==> src/hdl/tcw_pkg.sv <==
`timescale 1ns / 1ps

package tcw_pkg;

  // Opcodes of the input word
  localparam logic [1:0] OP_PUT       = 2'd0;
  localparam logic [1:0] OP_BACKSPACE = 2'd1;
  localparam logic [1:0] OP_READ      = 2'd2;

  // Configuration register indexes
  localparam logic CFG_FOREGROUND = 1'b0;
  localparam logic CFG_BACKGROUND = 1'b1;

  localparam logic [7:0]  CHAR_NEWLINE = 8'd10;
  localparam logic [7:0]  CHAR_SPACE   = 8'h20;
  localparam logic [15:0] CELL_BLANK   = 16'h0720;
  localparam logic [15:0] CELL_ZERO    = 16'h0000;
  localparam logic [3:0]  FG_RESET     = 4'd7;
  localparam logic [3:0]  BG_RESET     = 4'd0;

  // Front-to-back queue depth
  localparam int QUEUE_DEPTH = 2;

  typedef struct packed {
    logic [1:0]  opcode;
    logic [7:0]  char_code;
    logic [10:0] cell_index;
  } in_word_t;

  typedef struct packed {
    logic [10:0] cursor_pos;
    logic [15:0] cell_value;
    logic        scrolled;
  } out_word_t;

  // Classified command kinds
  typedef enum logic [2:0] {
    CMD_PUT,
    CMD_NEWLINE,
    CMD_BACKSPACE,
    CMD_READ,
    CMD_READ_ZERO,
    CMD_NOP
  } cmd_kind_e;

  typedef struct packed {
    cmd_kind_e   kind;
    logic [7:0]  char_code;
    logic [10:0] cell_index;
  } cmd_t;

  // Back-end status
  typedef struct packed {
    logic init_busy;
    logic clearing;
  } stat_t;

endpackage

==> src/hdl/tcw_front.sv <==
`timescale 1ns / 1ps

module tcw_front #(
  parameter int CELL_COUNT = 2000
) (
  input  logic              clk_i,
  input  logic              rst_ni,
  input  logic              in_valid_i,
  output logic              in_stall_o,
  input  tcw_pkg::in_word_t in_word_i,
  input  tcw_pkg::stat_t    stat_i,
  output logic              push_valid_o,
  input  logic              push_ready_i,
  output tcw_pkg::cmd_t     push_cmd_o
);

  logic          hold_valid_q, hold_valid_d;
  tcw_pkg::cmd_t hold_cmd_q;
  tcw_pkg::cmd_t cls_cmd;
  logic          accept;

  // Hold stage stalls when the queue is full; no word taken during init
  assign in_stall_o = stat_i.init_busy | (hold_valid_q & ~push_ready_i);
  assign accept     = in_valid_i & ~in_stall_o;

  // Classify the incoming word
  always_comb begin
    cls_cmd.char_code  = in_word_i.char_code;
    cls_cmd.cell_index = in_word_i.cell_index;
    unique case (in_word_i.opcode)
      tcw_pkg::OP_PUT: begin
        cls_cmd.kind = (in_word_i.char_code == tcw_pkg::CHAR_NEWLINE) ?
                       tcw_pkg::CMD_NEWLINE : tcw_pkg::CMD_PUT;
      end
      tcw_pkg::OP_BACKSPACE: cls_cmd.kind = tcw_pkg::CMD_BACKSPACE;
      tcw_pkg::OP_READ: begin
        cls_cmd.kind = (32'(in_word_i.cell_index) < CELL_COUNT) ?
                       tcw_pkg::CMD_READ : tcw_pkg::CMD_READ_ZERO;
      end
      default: cls_cmd.kind = tcw_pkg::CMD_NOP;
    endcase
  end

  assign hold_valid_d = accept | (hold_valid_q & ~push_ready_i);

  always_ff @(posedge clk_i or negedge rst_ni) begin
    if (!rst_ni) begin
      hold_valid_q <= 1'b0;
    end else begin
      hold_valid_q <= hold_valid_d;
    end
  end

  always_ff @(posedge clk_i) begin
    if (accept) begin
      hold_cmd_q <= cls_cmd;
    end
  end

  assign push_valid_o = hold_valid_q;
  assign push_cmd_o   = hold_cmd_q;

endmodule

==> config.mk <==
export PLATFORM = sky130hd
export DESIGN_NAME = tcw_front
export DESIGN_NICKNAME = d
export VERILOG_FILES = /design/src/hdl/tcw_pkg.sv /design/src/hdl/tcw_front.sv
export SDC_FILE = /design/constraint.sdc
export NUM_CORES = 1
export LEC_CHECK = 0
export BUFFER_PORTS_ARGS = -buffer_cell sky130_fd_sc_hd__buf_2
export CAP_MARGIN = 20
export CORE_MARGIN = 2
export CORE_UTILIZATION = 43
export DETAILED_ROUTE_END_ITERATION = 10
export GPL_ROUTABILITY_DRIVEN = 0
export HOLD_SLACK_MARGIN = 0.12
export PLACE_DENSITY = 0.93
export SYNTH_ARGS = -nofsm -noshare
export SYNTH_HDL_FRONTEND = slang
export SYNTH_SLANG_ARGS = --single-unit
==> constraint.sdc <==
create_clock -name clk_i -period 5.2 [get_ports clk_i]
set_input_delay 1.04 -clock clk_i [delete_from_list [all_inputs] [get_ports clk_i]]
set_output_delay 1.04 -clock clk_i [all_outputs]
set_load 0.03 [all_outputs]
==> qor.txt <==
Maximum achievable frequency -> 388.0 MHz
Met3 capacity usage during global routing -> 0.02308
Number of gates resized after cts -> 0
Cell-by-cell trace of the critical path -> buf_2 > nand2b_1 > nand2b_1 > buf_2
Required time worst endpoint -> 4160 ps
Pin count of the biggest net entering global routing -> 23
Setup slack of the worst register-to-register path -> 3910 ps
Hold buffer count at CTS -> 0
Mean instance size in the synthesized netlist -> 20.05 sq um
Sum of net half-perimeters after detailed placement -> 1343 microns
Initial cell density of the core -> 0.4595
Final hold violation count -> 0
Period minus WS final -> 2577 ps
Clock latency on the worst-skew pair -> 300 ps
Number of antenna cells inserted -> 0
Synth top cells by count -> edfxtp_1, nand2b_1, o21ai_1
Main combinational cell family by area after synthesis -> simple AND/OR/NAND/NOR gates
Largest area contributor in the synthesized netlist -> edfxtp_1
Master cell of the clock root buffer -> clkbuf_4
Complex-gate fraction of the synthesized area -> 0.04680
Final worst hold slack -> 481.6 ps
Async set-reset flop share out of synthesis -> 0.04348
Setup skew after layout -> 9.078 ps
IO Port Bufs -> 49
Count of vias placed by the detailed router -> 567
Via count of the first global-routing pass -> 527
Number of max-capacitance violations reported -> 0
Max rail drop VDD -> 0.0001694 V
Total negative setup slack -> 0 ps
Ports placed on the boundary -> 51
FP Rows -> 15
Fraction of final layout cells with drive strength greater than 1 -> 0.5957
Final nets -> 122
Peak per-stage delay on the critical path -> 190 ps
Sink Count -> 23
Number of library cell types mapped by synthesis -> 15
Remaining Overflow, GRT -> 0
Clock buffer depth -> 2
Yosys warnings -> 0
Htree depth -> 1
Outcome -> finished clean
Detailed Route WL -> 1671 microns
Number of CTS-inserted buffers -> 3
Leakage power total -> 0.0004648 uW
Signed area change from the synthesized netlist to the final layout -> 39.31%
Core region area -> 1745 sq um
Post-synth EDFFs -> 22
Clock tree from TritonCTS -> done
Flop and latch count out of synthesis -> 23
Type of element launching the critical path -> input pin
Number of buffers inserted by post-CTS setup repair -> 0
First-pass GRT wire length -> 2366 microns
Final worst path period share -> 0.4957
Area fraction of the dominant cell type after synthesis -> 0.8237
DRC viols -> 0
Power Total -> 340.4 uW
Power density relative to cell area -> 304.6 nW/um^2
Type of the worst setup path -> in -> out
Area of the mapped netlist -> 802.0 sq um
Antenna viol nets, final -> 0
Syn nets -> 67
Antenna violations before repair -> 0
Headroom to the max-slew limit -> 0.8214
Simple-gate share of the synthesized area -> 0.09360
Biggest area contributors in the synthesized netlist -> edfxtp_1, dfrtp_1, nand2b_1
Most used flip-flop cell after synthesis -> edfxtp_1
Wirelength per Cell -> 14.04 microns
Die Height -> 47.19 microns
Busiest layer in global routing -> met2
Total die area -> 2226 sq um
Worst slew pin tran -> 267.8 ps
Crit. End Element -> output pin
Number of slew-limit violations in the final report -> 0
Initial detailed-routing violation count -> 18
Crit-path slowest cell -> buf_2
Share of the synthesized netlist area taken by xor and xnor gates -> 0
Met1 usage in global routing -> 0.1980
Worst Path Arrival -> 1540 ps
Setup repair after global routing missed its margin -> false
Clock-pin slew reported for the worst setup and hold paths after clock tree synthesis -> 120 ps
Post-route core utilization -> 0.6401
Via-to-Cell Ratio -> 4.765
Largest fanout on the critical path -> 3
Proportion of synthesized chip area in sequential cells -> 0.8549
Worst hold-check path type -> in -> async
Met2 layer usage reported by global route -> 0.2767
Total routing resource utilization after global routing -> 0.1616
Setup violations, final -> 0
Adder-cell share of the synthesized area -> 0
Die boundary width -> 47.19 microns
Detailed-routing iteration count for the pre-antenna-repair pass -> 4
Library cell with the highest instance count after synthesis -> edfxtp_1
Mux cell area share after synthesis -> 0
Post-Synthesis Cells -> 40
## metal layers
layer | vias to the layer above | part of all wire
met4 | 0 | 0.016
met2 | 37 | 0.52
met1 | 261 | 0.38
li1 | 267 | -
met3 | 2 | 0.090
met5 | - | 0
## kinds of logic after synthesis
logic type,count (synthesis)
buffers and inverters,1
flip-flops,23
AND/OR/NAND/NOR,10
AO/OA/AOI/OAI,6
## report_power, final
part | internal [uW] | leakage, uW | switching [uW]
clock | 29.9 | 0.0000150 | 49.2
combinational | 15.6 | 0.000233 | 31.1
sequential | 213 | 0.000217 | 2.02
## flip-flops by register name, indices dropped and copies added, names as in the netlist
signal        cells
push_valid_o      1
push_cmd_o       22
## stage by stage
stage               cells  cell area [sq um]  setup WS [ps]
global placement      115               1091           2631
detailed placement    115               1091           2622
CTS                   119               1117           2618
global route          119               1117           2583
finish                119               1117           2623
floorplan              40              802.0           1928
## worst paths after layout
path                         startpoint        endpoint  depth (start not counted)
setup reg to reg           push_valid_o  push_cmd_o[12]                          3
hold / removal                   rst_ni    push_valid_o                          1
max in group asynchronous        rst_ni    push_valid_o                          1
setup / recovery           push_ready_i      in_stall_o                          4
hold reg to reg            push_valid_o    push_valid_o                          2
min in group clk_i         push_valid_o    push_valid_o                          2
## critical path: cells and delay by family
kind                   cells  cell delay (ps)
buffers and inverters      2              280
AND/OR/NAND/NOR            2              220
## layout make-up
cell class	instances	area, sq um
sequential	23	685.7
clock buffer	4	26.28
fill	135	628.1
tap	25	31.28
timing repair buffer	50	252.7
multi-input combinational	16	117.6
inverter	1	3.754
## cells in the final DEF, fill, tap and decap left out, drive strengths merged
master  instances
clkbuf          4
nor2            1
nand3           1
nand2b          4
inv             1
o31ai           1
o211ai          1
o21ai           3
dfrtp           1
buf            50
nor3b           2
o21a            1
nor4            1
nand4b          1
edfxtp         22
(Power assumes the default switching activity.)
