File: config.mk
export PLATFORM = sky130hd
export DESIGN_NAME = tcw_queue
export DESIGN_NICKNAME = d
export VERILOG_FILES = /design/src/hdl/tcw_pkg.sv /design/src/hdl/tcw_queue.sv
export SDC_FILE = /design/constraint.sdc
export NUM_CORES = 1
export LEC_CHECK = 0
export BUFFER_PORTS_ARGS = -buffer_cell sky130_fd_sc_hd__clkbuf_2
export CORE_MARGIN = 8
export CORE_UTILIZATION = 53
export CTS_BUF_LIST = sky130_fd_sc_hd__clkbuf_8
export DETAILED_ROUTE_END_ITERATION = 8
export PLACE_DENSITY = 0.81
export SLEW_MARGIN = 15
export SYNTH_ARGS = -nofsm -noshare
export SYNTH_HDL_FRONTEND = slang
export SYNTH_SLANG_ARGS = --single-unit
File: constraint.sdc
create_clock -name clk_i -period 2.68 [get_ports clk_i]
set_input_delay 0 -clock clk_i [delete_from_list [all_inputs] [get_ports clk_i]]
set_output_delay 0 -clock clk_i [all_outputs]
set_load 0.005 [all_outputs]
File: src/hdl/tcw_pkg.sv
`timescale 1ns / 1ps

package tcw_pkg;

  // Opcodes of the input word
  localparam logic [1:0] OP_PUT       = 2'd0;
  localparam logic [1:0] OP_BACKSPACE = 2'd1;
  localparam logic [1:0] OP_READ      = 2'd2;

  // Configuration register indexes
  localparam logic CFG_FOREGROUND = 1'b0;
  localparam logic CFG_BACKGROUND = 1'b1;

  localparam logic [7:0]  CHAR_NEWLINE = 8'd10;
  localparam logic [7:0]  CHAR_SPACE   = 8'h20;
  localparam logic [15:0] CELL_BLANK   = 16'h0720;
  localparam logic [15:0] CELL_ZERO    = 16'h0000;
  localparam logic [3:0]  FG_RESET     = 4'd7;
  localparam logic [3:0]  BG_RESET     = 4'd0;

  // Front-to-back queue depth
  localparam int QUEUE_DEPTH = 2;

  typedef struct packed {
    logic [1:0]  opcode;
    logic [7:0]  char_code;
    logic [10:0] cell_index;
  } in_word_t;

  typedef struct packed {
    logic [10:0] cursor_pos;
    logic [15:0] cell_value;
    logic        scrolled;
  } out_word_t;

  // Classified command kinds
  typedef enum logic [2:0] {
    CMD_PUT,
    CMD_NEWLINE,
    CMD_BACKSPACE,
    CMD_READ,
    CMD_READ_ZERO,
    CMD_NOP
  } cmd_kind_e;

  typedef struct packed {
    cmd_kind_e   kind;
    logic [7:0]  char_code;
    logic [10:0] cell_index;
  } cmd_t;

  // Back-end status
  typedef struct packed {
    logic init_busy;
    logic clearing;
  } stat_t;

endpackage

File: src/hdl/tcw_queue.sv
`timescale 1ns / 1ps

module tcw_queue (
  input  logic          clk_i,
  input  logic          rst_ni,
  input  logic          push_valid_i,
  output logic          push_ready_o,
  input  tcw_pkg::cmd_t push_cmd_i,
  output logic          pop_valid_o,
  input  logic          pop_i,
  output tcw_pkg::cmd_t pop_cmd_o
);

  localparam int DEPTH = tcw_pkg::QUEUE_DEPTH;
  localparam int PW    = (DEPTH > 1) ? $clog2(DEPTH) : 1;
  localparam int CNTW  = $clog2(DEPTH + 1);

  tcw_pkg::cmd_t   slot_q [DEPTH];
  logic [PW-1:0]   wr_ptr_q, wr_ptr_d;
  logic [PW-1:0]   rd_ptr_q, rd_ptr_d;
  logic [CNTW-1:0] count_q, count_d;
  logic            push, pop;

  assign push_ready_o = (count_q != CNTW'(DEPTH));
  assign pop_valid_o  = (count_q != '0);
  assign push         = push_valid_i & push_ready_o;
  assign pop          = pop_i & pop_valid_o;
  assign pop_cmd_o    = slot_q[rd_ptr_q];

  // Pointer and fill count update
  always_comb begin
    wr_ptr_d = wr_ptr_q;
    rd_ptr_d = rd_ptr_q;
    count_d  = count_q;
    if (push) begin
      wr_ptr_d = (wr_ptr_q == PW'(DEPTH - 1)) ? '0 : wr_ptr_q + 1'b1;
    end
    if (pop) begin
      rd_ptr_d = (rd_ptr_q == PW'(DEPTH - 1)) ? '0 : rd_ptr_q + 1'b1;
    end
    if (push && !pop) begin
      count_d = count_q + 1'b1;
    end else if (pop && !push) begin
      count_d = count_q - 1'b1;
    end
  end

  always_ff @(posedge clk_i or negedge rst_ni) begin
    if (!rst_ni) begin
      wr_ptr_q <= '0;
      rd_ptr_q <= '0;
      count_q  <= '0;
    end else begin
      wr_ptr_q <= wr_ptr_d;
      rd_ptr_q <= rd_ptr_d;
      count_q  <= count_d;
    end
  end

  always_ff @(posedge clk_i) begin
    if (push) begin
      slot_q[wr_ptr_q] <= push_cmd_i;
    end
  end

endmodule

==> results of run 1 <==
## through the flow
stage               cells  area (sq um)  power (mW)  worst slack [ns]  hold slack (ns)
floorplan              86          1790        1.54             0.688           -0.296
global placement      181          2090        1.78              1.13           -0.190
CTS                   213          2410        2.22             0.832           0.0265
global route          213          2410        2.31             0.738           0.0395
detailed placement    181          2090        1.80              1.06           -0.186
finish                213          2410        2.19             0.861           0.0371
## worst paths after layout
kind | from | to | slack (ns) | depth (start not counted)
worst min-delay path | push_valid_i | wr_ptr_q | 0.04 | 3
max in group asynchronous | rst_ni | wr_ptr_q | 2.50 | 2
worst max-delay path | rd_ptr_q | pop_cmd_o[21] | 0.86 | 2
min in group asynchronous | rst_ni | count_q[0] | 0.06 | 2
worst max register to register | count_q[0] | slot_q[1][2] | 1.07 | 3
worst min register to register | count_q[1] | count_q[1] | 0.51 | 1
## placed cells by master, fill, tap and decap left out, drive strengths merged
master       count
and3             1
xor2             2
ha               1
mux2            22
buf              2
clkinv           1
nand2            2
or2              1
clkinvlp         1
dfrtp            4
edfxtp          44
clkbuf          54
dlygate4sd3     24
nor2             2
xnor2            3
inv              2
nand2b           1
## sequential cells by signal, indices dropped and copies added, names as in the netlist
register	cells
rd_ptr_q	1
slot_q	44
wr_ptr_q	1
count_q	2
## kinds of logic (layout without fill, tap and decap cells)
logic type    after synthesis  in the layout
mux                        22             22
flops                      48             48
simple gates                7              7
fa+ha+maj                   1              1
buf+inv                     3             84
xor+xnor                    5              5
## final cells by class
type	count	area [sq um]
Sequential cell	48	1420
Fill cell	207	875
Timing Repair Buffer	75	500
Multi-Input combinational cell	35	343
Clock buffer	5	68.8
Tap cell	46	57.6
Clock inverter	3	15.0
Inverter	1	3.75
## worst max-delay path, stage by stage (launching register included)
cell,delay [ns]
dfrtp_1,0.98
mux2_2,0.43
clkbuf_2,0.12
## metal layers
| layer | GRT usage, % | share of wire (%) |
|---|---|---|
| met1 | 13.8 | 43 |
| met2 | 21.1 | 48 |
| met3 | 4.31 | 7.0 |
| met4 | 8.43 | 2.3 |
| met5 | 0 | 0 |
## power groups by stage
stage / clock, mW / sequential [mW] / combinational [mW]
4_1_cts: 0.403 / 1.15 / 0.666
6_report: 0.391 / 1.15 / 0.653
3_5_place_dp: 0 / 1.17 / 0.634
5_1_grt: 0.427 / 1.18 / 0.711
3_3_place_gp: 0 / 1.16 / 0.619
2_1_floorplan: 0 / 1.10 / 0.441
## repair_timing
item / 4_1_cts / 5_1_grt
resized for setup: 0 / 0
hold buffers: 24 / 0
hold endpoints to repair: 49 / 0
==> flow_summary_export.csv, run 1 <==
group,metric,value,unit
status,outcome,"finished clean",
routing,drt_wl_total,3200,um
synthesis,synthXorXnorAreaFrac,2.45,%
synthesis,synth_top_family_by_area,"multiplexers",
floorplan,core.rowCount,21,
grt,grt_pass1_vias,1189,
clock_tree,cts_sinks,48,
critical_path,critPathLaunchType,"flip-flop",
power,peakVddDrop,0.613,mV
placement,gp_congestion,0.672,
floorplan,fp.dieH,74.1,um
routing,num_vias,1022,
grt,antenna_found_initial,0,
clock_tree,post-cts-setup-buffer-count,0,
final_layout,layout-drive-gt1-share,48.5,%
synthesis,synth-edff-count,44,
routing,via_per_inst,4.80,
synthesis,yosysMostFrequentCell,"edfxtp_1",
routing,first_iter_violations,51,
timing,timing_hold_violations_final,0,
floorplan,io_pins,50,
synthesis,ys_warn_count,0,
floorplan,die_w,74.1,um
synthesis,synth_cell_types,14,
critical_path,required,2.68,ns
power,clock_power_share,17.8,%
timing,worstMarginPinSlew,0.961,ns
critical_path,crit_type,"reg -> out",
synthesis,syn_inst,86,
timing,slew_violations,0,
power,seqPwrFrac,52.4,%
synthesis,yosys.area_share.simple,2.03,%
clock_tree,clock_path_buffers,2,
synthesis,synthMuxAreaShare,13.9,%
synthesis,synth_area,0.00179,sq mm
grt,grt_pass1_wl,5150,um
synthesis,syn_nets,113,
final_layout,num-nets-final,193,
power,power_switching,0.620,mW
synthesis,yosys_most_used_dff,"edfxtp_1",
timing,rsz0062_at_grt,"false",
clock_tree,h-tree-depth,2,
synthesis,ys_seq_area_share,79.5,%
synthesis,synthTopCellsByCount,"edfxtp_1, mux2_2, dfrtp_1",
floorplan,core_area,0.00328,sq mm
power,pwr-share-comb,29.8,%
floorplan,die_area,0.00549,sq mm
final_layout,antenna_cells,0,
synthesis,synth_seq_cells,48,
power,p_leak,0.949,nW
critical_path,worstSetupEndpointType,"primary output",
critical_path,cp.arrival,1.82,ns
clock_tree,cts_tree,"yes",
synthesis,synth_area_leaders,"edfxtp_1, mux2_2, dfrtp_1",
placement,dp_hpwl,2230,um
power,p_per_area,910,mW/mm^2
grt,track_usage,12.8,%
synthesis,synthArstFlopShare,8.33,%
synthesis,synth_compound_area_share,0,%
timing,setup_viol,0,
timing,timing.setup.tns,0,ns
clock_tree,cts-root-buf,"clkbuf_8",
worst_hold_path,hold_path.class,"in -> reg",
routing,drcViolationCount,0,
clock_tree,clkTransAtPathRegs,0.07,ns
critical_path,critPathMaxFanout,23,
synthesis,synth_top_area_share,73.9,%
timing,fin_crit,1.82,ns
grt,grt_max_degree,24,
routing,dr.pass1.iters,4,
placement,port_buffers,49,
synthesis,synth_adder_area_share,0.700,%
clock_tree,clk_latency,0.29,ns
timing,fin_worst_skew,0.00762,ns
final_layout,fin_util,73.4,%
power,intPower,1.57,mW
power,p_sw_share,28.3,%
run,maxCapViolCount,0,
clock_tree,cts-buffers-inserted,5,
timing,fmax,550,MHz
routing,ant_nets,0,
grt,overflow,0,
final_layout,area_delta_synth_final,34.8,%
routing,avgRoutedWirePerCell,15.0,um
timing,fin_crit_sh,67.9,%
synthesis,yosys.area.top_type,"edfxtp_1",
synthesis,syn_area_per_cell,20.8,sq um
timing,slew-limit-headroom,35.9,%
floorplan,start_util,54.4,%
(Power assumes the default switching activity.)
==> inputs of run 2 (changes only) <==
clock period = 1.9 ns   (was 2.68 ns; I/O delays follow)
==> run 2 against run 1 <==
Hold slack better by 0.0032 ns. Combinational power is 62% higher. Flip-flop and latch count unchanged. Register-to-register slack lost 0.70 ns. Design area rose by 2.2%. Global-route usage is 0.58 points higher. Clock skew increased by 0.0016 ns. Utilization grew 1.6 points. Sequential share of layout area fell by 1.3 points. Sequential power grew 34%. Total power up 50%. Count of clock-buffer cells in the layout stayed put. Critical path type is now reg -> reg. Largest power group unchanged.
==> flow_summary_export.csv, run 2 (synthesis gave the netlist of run 1 again) <==
group,metric,value,unit
timing,timing_hold_violations_final,0,
grt,grt_pass1_wl,5460,um
final_layout,layout_commonest_cell,"clkbuf_2",
final_layout,top_register,"slot_q",
final_layout,top_regs,"slot_q x44, count_q x2",
final_layout,layout-drive-gt1-share,49.7,%
critical_path,r2r-end,"slot_q[1][2]",
final_layout,antenna_cells,0,
power,power,3.28,mW
power,seqPwrFrac,46.9,%
floorplan,core_area,0.00328,sq mm
timing,rsz0062_at_grt,"false",
grt,track_usage,13.4,%
worst_hold_path,hold_path.class,"in -> reg",
timing,timing.setup.tns,0,ns
routing,via_per_inst,4.62,
critical_path,reg2reg_depth,3,
routing,dr.pass1.iters,4,
floorplan,fp.dieH,74.1,um
critical_path,worstSetupEndpointType,"flip-flop",
critical_path,critPathMaxFanout,9,
timing,fin_crit,1.53,ns
critical_path,r2r_setup_slack,0.37,ns
critical_path,critPathLaunchType,"flip-flop",
critical_path,endpoint,"slot_q[1][2]",
placement,gp_congestion,0.657,
clock_tree,cts-buffers-inserted,5,
grt,antenna_found_initial,0,
run,maxCapViolCount,0,
grt,overflow,0,
floorplan,start_util,54.4,%
routing,num_vias,1003,
floorplan,core.rowCount,21,
floorplan,io_pins,50,
final_layout,area_delta_synth_final,37.7,%
status,outcome,"finished clean",
timing,fin_worst_skew,0.00918,ns
final_layout,num-nets-final,197,
grt,grt_pass1_vias,1142,
power,p_leak,0.987,nW
floorplan,die_w,74.1,um
clock_tree,cts_tree,"yes",
clock_tree,h-tree-depth,2,
power,pwr-share-comb,32.2,%
critical_path,r2r_start,"count_q[0]",
clock_tree,cts-root-buf,"clkbuf_8",
clock_tree,clock_path_buffers,2,
final_layout,most-common-layout-cells,"clkbuf_2, edfxtp_1, dlygate4sd3_1",
placement,port_buffers,49,
timing,worstMarginPinSlew,0.357,ns
critical_path,cp.arrival,1.53,ns
routing,first_iter_violations,44,
timing,fmax,652,MHz
routing,wirelength_met1,1380,um
power,intPower,2.40,mW
critical_path,startpoint,"count_q[0]",
power,p_per_area,1330,mW/mm^2
power,clock_power_share,20.9,%
routing,wl_met2,1670,um
routing,ant_nets,0,
final_layout,largest_reg_flops,44,
power,power_switching,0.886,mW
clock_tree,post-cts-setup-buffer-count,0,
floorplan,die_area,0.00549,sq mm
final_layout,fill_cells,206,
critical_path,crit_type,"reg -> reg",
clock_tree,clk_latency,0.29,ns
timing,slew_violations,0,
routing,drt_wl_total,3340,um
timing,fin_crit_sh,80.7,%
clock_tree,clkTransAtPathRegs,0.08,ns
clock_tree,cts_sinks,48,
routing,highest_layer,"met4",
timing,setup_viol,0,
routing,avgRoutedWirePerCell,15.4,um
placement,dp_hpwl,2290,um
power,peakVddDrop,0.946,mV
power,p_sw_share,27.0,%
routing,drcViolationCount,0,
routing,dr_wl_met3,272,um
timing,slew-limit-headroom,76.2,%
critical_path,required,1.89,ns
grt,grt_max_degree,16,
run 2: per-layer routing:
layer  vias up  global-route usage (%)
met5         -                       0
met4         0                    2.66
met2        33                    23.0
met3         3                    5.66
li1        494                       -
met1       473                    15.1
run 2: area by class of cell:
class | instances | area (sq um) | area share [%]
Clock inverter | 3 | 37.5 | 1.52
Timing Repair Buffer | 79 | 531 | 21.5
Multi-Input combinational cell | 35 | 343 | 13.9
Tap cell | 46 | 57.6 | 2.34
Clock buffer | 5 | 68.8 | 2.79
Sequential cell | 48 | 1420 | 57.7
Inverter | 1 | 3.75 | 0.152
run 2: stage by stage:
step           setup slack, ns  hold slack (ns)  cell area [sq um]  std cells  util [%]
2_1_floorplan            0.263           -0.296               1790         86         -
3_5_place_dp             0.359           -0.180               2120        185      64.4
3_3_place_gp             0.447           -0.192               2120        185      64.4
6_report                 0.367           0.0403               2460        217      75.0
4_1_cts                  0.331           0.0353               2460        217      75.0
5_1_grt                  0.243           0.0661               2460        217      75.0
run 2: repair_timing:
item / 4_1_cts / 5_1_grt
hold buffers: 24 / 0
hold endpoints to repair: 49 / 0
resized for setup: 0 / 0
endpoints found under the setup margin: 0 / 0
run 2: power by group through the flow:
stage,clock [mW],combinational (mW),sequential (mW)
2_1_floorplan,0,0.624,1.55
3_3_place_gp,0,1.01,1.54
3_5_place_dp,0,1.04,1.56
4_1_cts,0.699,1.09,1.54
5_1_grt,0.736,1.16,1.56
6_report,0.685,1.06,1.54
run 2: worst min-delay path by stage:
stage	endpoint	from	cells past startpoint	slack, ns
after floorplan	count_q[0]	rst_ni	0	-0.30
after global placement	count_q[0]	rst_ni	1	-0.19
after detailed placement	count_q[0]	rst_ni	1	-0.18
after CTS	count_q[0]	rst_ni	2	0.04
after global routing	count_q[0]	rst_ni	2	0.07
final	wr_ptr_q	push_valid_i	3	0.04
run 2: critical path, cell delays in order (launching register included):
cell	delay (ns)
dfrtp_1	0.41
nand2b_1	0.18
and3_1	0.39
buf_4	0.26
==> inputs of run 3 (changes only) <==
CORE_UTILIZATION = 48   (was 53)
PLACE_DENSITY = 0.77   (was 0.81)
clock period = 1.38 ns   (was 1.9 ns; I/O delays follow)
==> run 3 against run 2 <==
Flip-flop and latch count unchanged. Total power grew 49%. Fmax up 12%. Utilization down 3.3 points. Routed wire length up 2.4%. Critical endpoint is now rd_ptr_q. Register-to-register slack got worse by 0.36 ns. Largest power group unchanged. Count of clock-buffer cells in the layout unchanged. Via count increased by 5.7%. Design area grew 5.7%. Hold slack worse by 0.028 ns. Non-clock buffer count is 6 higher. Die area rose by 8.1%.
==> flow_summary_export.csv, run 3 (synthesis gave the netlist of run 1 again) <==
group,metric,value,unit
status,outcome,"finished clean",
critical_path,worstSetupEndpointType,"flip-flop",
floorplan,core_area,0.00363,sq mm
critical_path,critPathBufInv,4,
grt,grt_pass1_wl,5550,um
timing,fin_crit,1.37,ns
routing,first_iter_violations,21,
final_layout,final-seq-area,0.00142,sq mm
routing,highest_layer,"met4",
final_layout,multi_input_area,384,sq um
run,maxCapViolCount,0,
floorplan,core.rowCount,22,
critical_path,crit_type,"reg -> reg",
placement,dp_hpwl,2330,um
worst_hold_path,hold_path_depth,3,
worst_hold_path,hold_path.class,"in -> reg",
clock_tree,cts_tree,"yes",
timing,timing_hold_violations_final,0,
routing,num_vias,1060,
critical_path,critPathMaxFanout,3,
worst_hold_path,min_to,"wr_ptr_q",
critical_path,cp.arrival,1.56,ns
routing,dr_wl_met3,298,um
power,p_per_area,1880,mW/mm^2
critical_path,critPathMostFrequentCell,"buf_4",
timing,fmax,728,MHz
timing,worstMarginPinSlew,0.162,ns
routing,wirelength_met1,1330,um
final_layout,top_regs,"slot_q x44, count_q x2",
critical_path,reg2reg_depth,7,
timing,fin_ws,0.00702,ns
routing,drcViolationCount,0,
placement,dp_slack,-0.0704,ns
critical_path,required,1.57,ns
timing,setup_viol,0,
timing,fin_crit_sh,99.5,%
critical_path,slowest_delay,0.41,ns
floorplan,fp.dieH,77.0,um
routing,ant_nets,0,
critical_path,slowest_stage,"dfrtp_1",
clock_tree,cts_sinks,48,
timing,slew-limit-headroom,89.2,%
critical_path,critPathTopFamily,"buffers and inverters",
critical_path,r2r_start,"count_q[1]",
routing,drt_wl_total,3420,um
final_layout,antenna_cells,0,
clock_tree,cts-root-buf,"clkbuf_8",
critical_path,critPathLaunchType,"flip-flop",
floorplan,start_util,49.2,%
clock_tree,clock_path_buffers,2,
grt,track_usage,11.8,%
worst_hold_path,hp-start,"push_valid_i",
critical_path,cp.depth,7,
final_layout,top_register,"slot_q",
critical_path,r2r-end,"rd_ptr_q",
final_layout,area_delta_synth_final,45.6,%
floorplan,die_w,77.0,um
timing,slew_violations,0,
grt,grt_pass1_vias,1186,
power,peakVddDrop,1.11,mV
clock_tree,clkTransAtPathRegs,0.08,ns
placement,port_buffers,49,
routing,wl_met2,1760,um
final_layout,layout-drive-gt1-share,55.9,%
timing,rsz0062_at_grt,"true",
grt,overflow,0,
critical_path,r2r_setup_slack,0.007,ns
floorplan,io_pins,50,
power,p_leak,1.04,nW
critical_path,path_cells,"or2_1 > nand2_2 > buf_4 > buf_4 > buf_4 > buf_4 > xnor2_1",
final_layout,layout_commonest_cell,"clkbuf_2",
power,power,4.90,mW
grt,antenna_found_initial,0,
timing,timing.setup.tns,0,ns
timing,fin_worst_skew,0.00504,ns
clock_tree,clk_latency,0.29,ns
placement,gp_congestion,0.725,
final_layout,most-common-layout-cells,"clkbuf_2, edfxtp_1, dlygate4sd3_1",
final_layout,num-nets-final,203,
routing,dr.pass1.iters,4,
clock_tree,cts-buffers-inserted,5,
clock_tree,h-tree-depth,2,
routing,via_per_inst,4.71,
final_layout,fill_cells,245,
floorplan,die_area,0.00593,sq mm
routing,avgRoutedWirePerCell,15.2,um
grt,grt_max_degree,15,
final_layout,largest_reg_flops,44,
-- run 3: changes by cell type in the layout (fill, tap and decap cells not counted), moves of 2 or more --
cell and delta:
buf_12 +3, buf_4 +2, buf_8 +2, inv_1 -2, mux2_2 -2, mux2_4 +2
-- run 3: worst max path at each step --
stage | endpoint | startpoint | slack (ns)
after detailed placement | count_q[1] | count_q[0] | -0.07
after global routing | count_q[1] | count_q[1] | -0.04
after floorplan | slot_q[0][0] | count_q[0] | 0.007
after global placement | count_q[1] | count_q[1] | 0.04
after CTS | count_q[1] | count_q[1] | 0.008
final | rd_ptr_q | count_q[1] | 0.007
-- run 3: power by group --
group	total (mW)	leakage, nW	switching (mW)	internal [mW]
Clock	0.956	0.0593	0.426	0.530
Sequential	2.13	0.454	0.132	2.00
Combinational	1.81	0.531	0.770	1.04
Total	4.90	1.04	1.33	3.57
-- run 3: final cells by class --
cell class / count / share of cell area, %
tap: 48 / 2.31
clock inverter: 3 / 1.49
clock buffer: 5 / 2.64
timing repair buffer: 85 / 24.0
multi-input combinational: 35 / 14.8
inverter: 1 / 0.144
sequential: 48 / 54.6
-- run 3: repair_timing --
item / in CTS / in global routing
resized for setup: 7 / 4
hold buffers: 23 / 0
pin swaps: 5 / 5
endpoints found under the setup margin: 21 / 9
endpoints found under the hold margin: 48 / 0
setup buffers: 6 / 0
-- run 3: worst min-delay path, delay by kind of cell --
family        cells  cell delay (ns)
xor+xnor          1             0.07
buf+inv           1             0.11
simple gates      1             0.09
-- run 3: metal layers --
layer	up-vias	GRT usage [%]
li1	504	-
met2	39	20.1
met4	0	3.96
met1	514	12.2
met5	-	0
met3	3	6.29
-- run 3: stage by stage --
step | util [%] | area [sq um] | instances | hold WS, ns
global route | 71.7 | 2600 | 225 | 0.0134
finish | 71.7 | 2600 | 225 | 0.0122
CTS | 71.2 | 2590 | 225 | 0.00851
global placement | 60.0 | 2180 | 188 | -0.191
detailed placement | 60.0 | 2180 | 188 | -0.186
floorplan | - | 1810 | 86 | -0.296
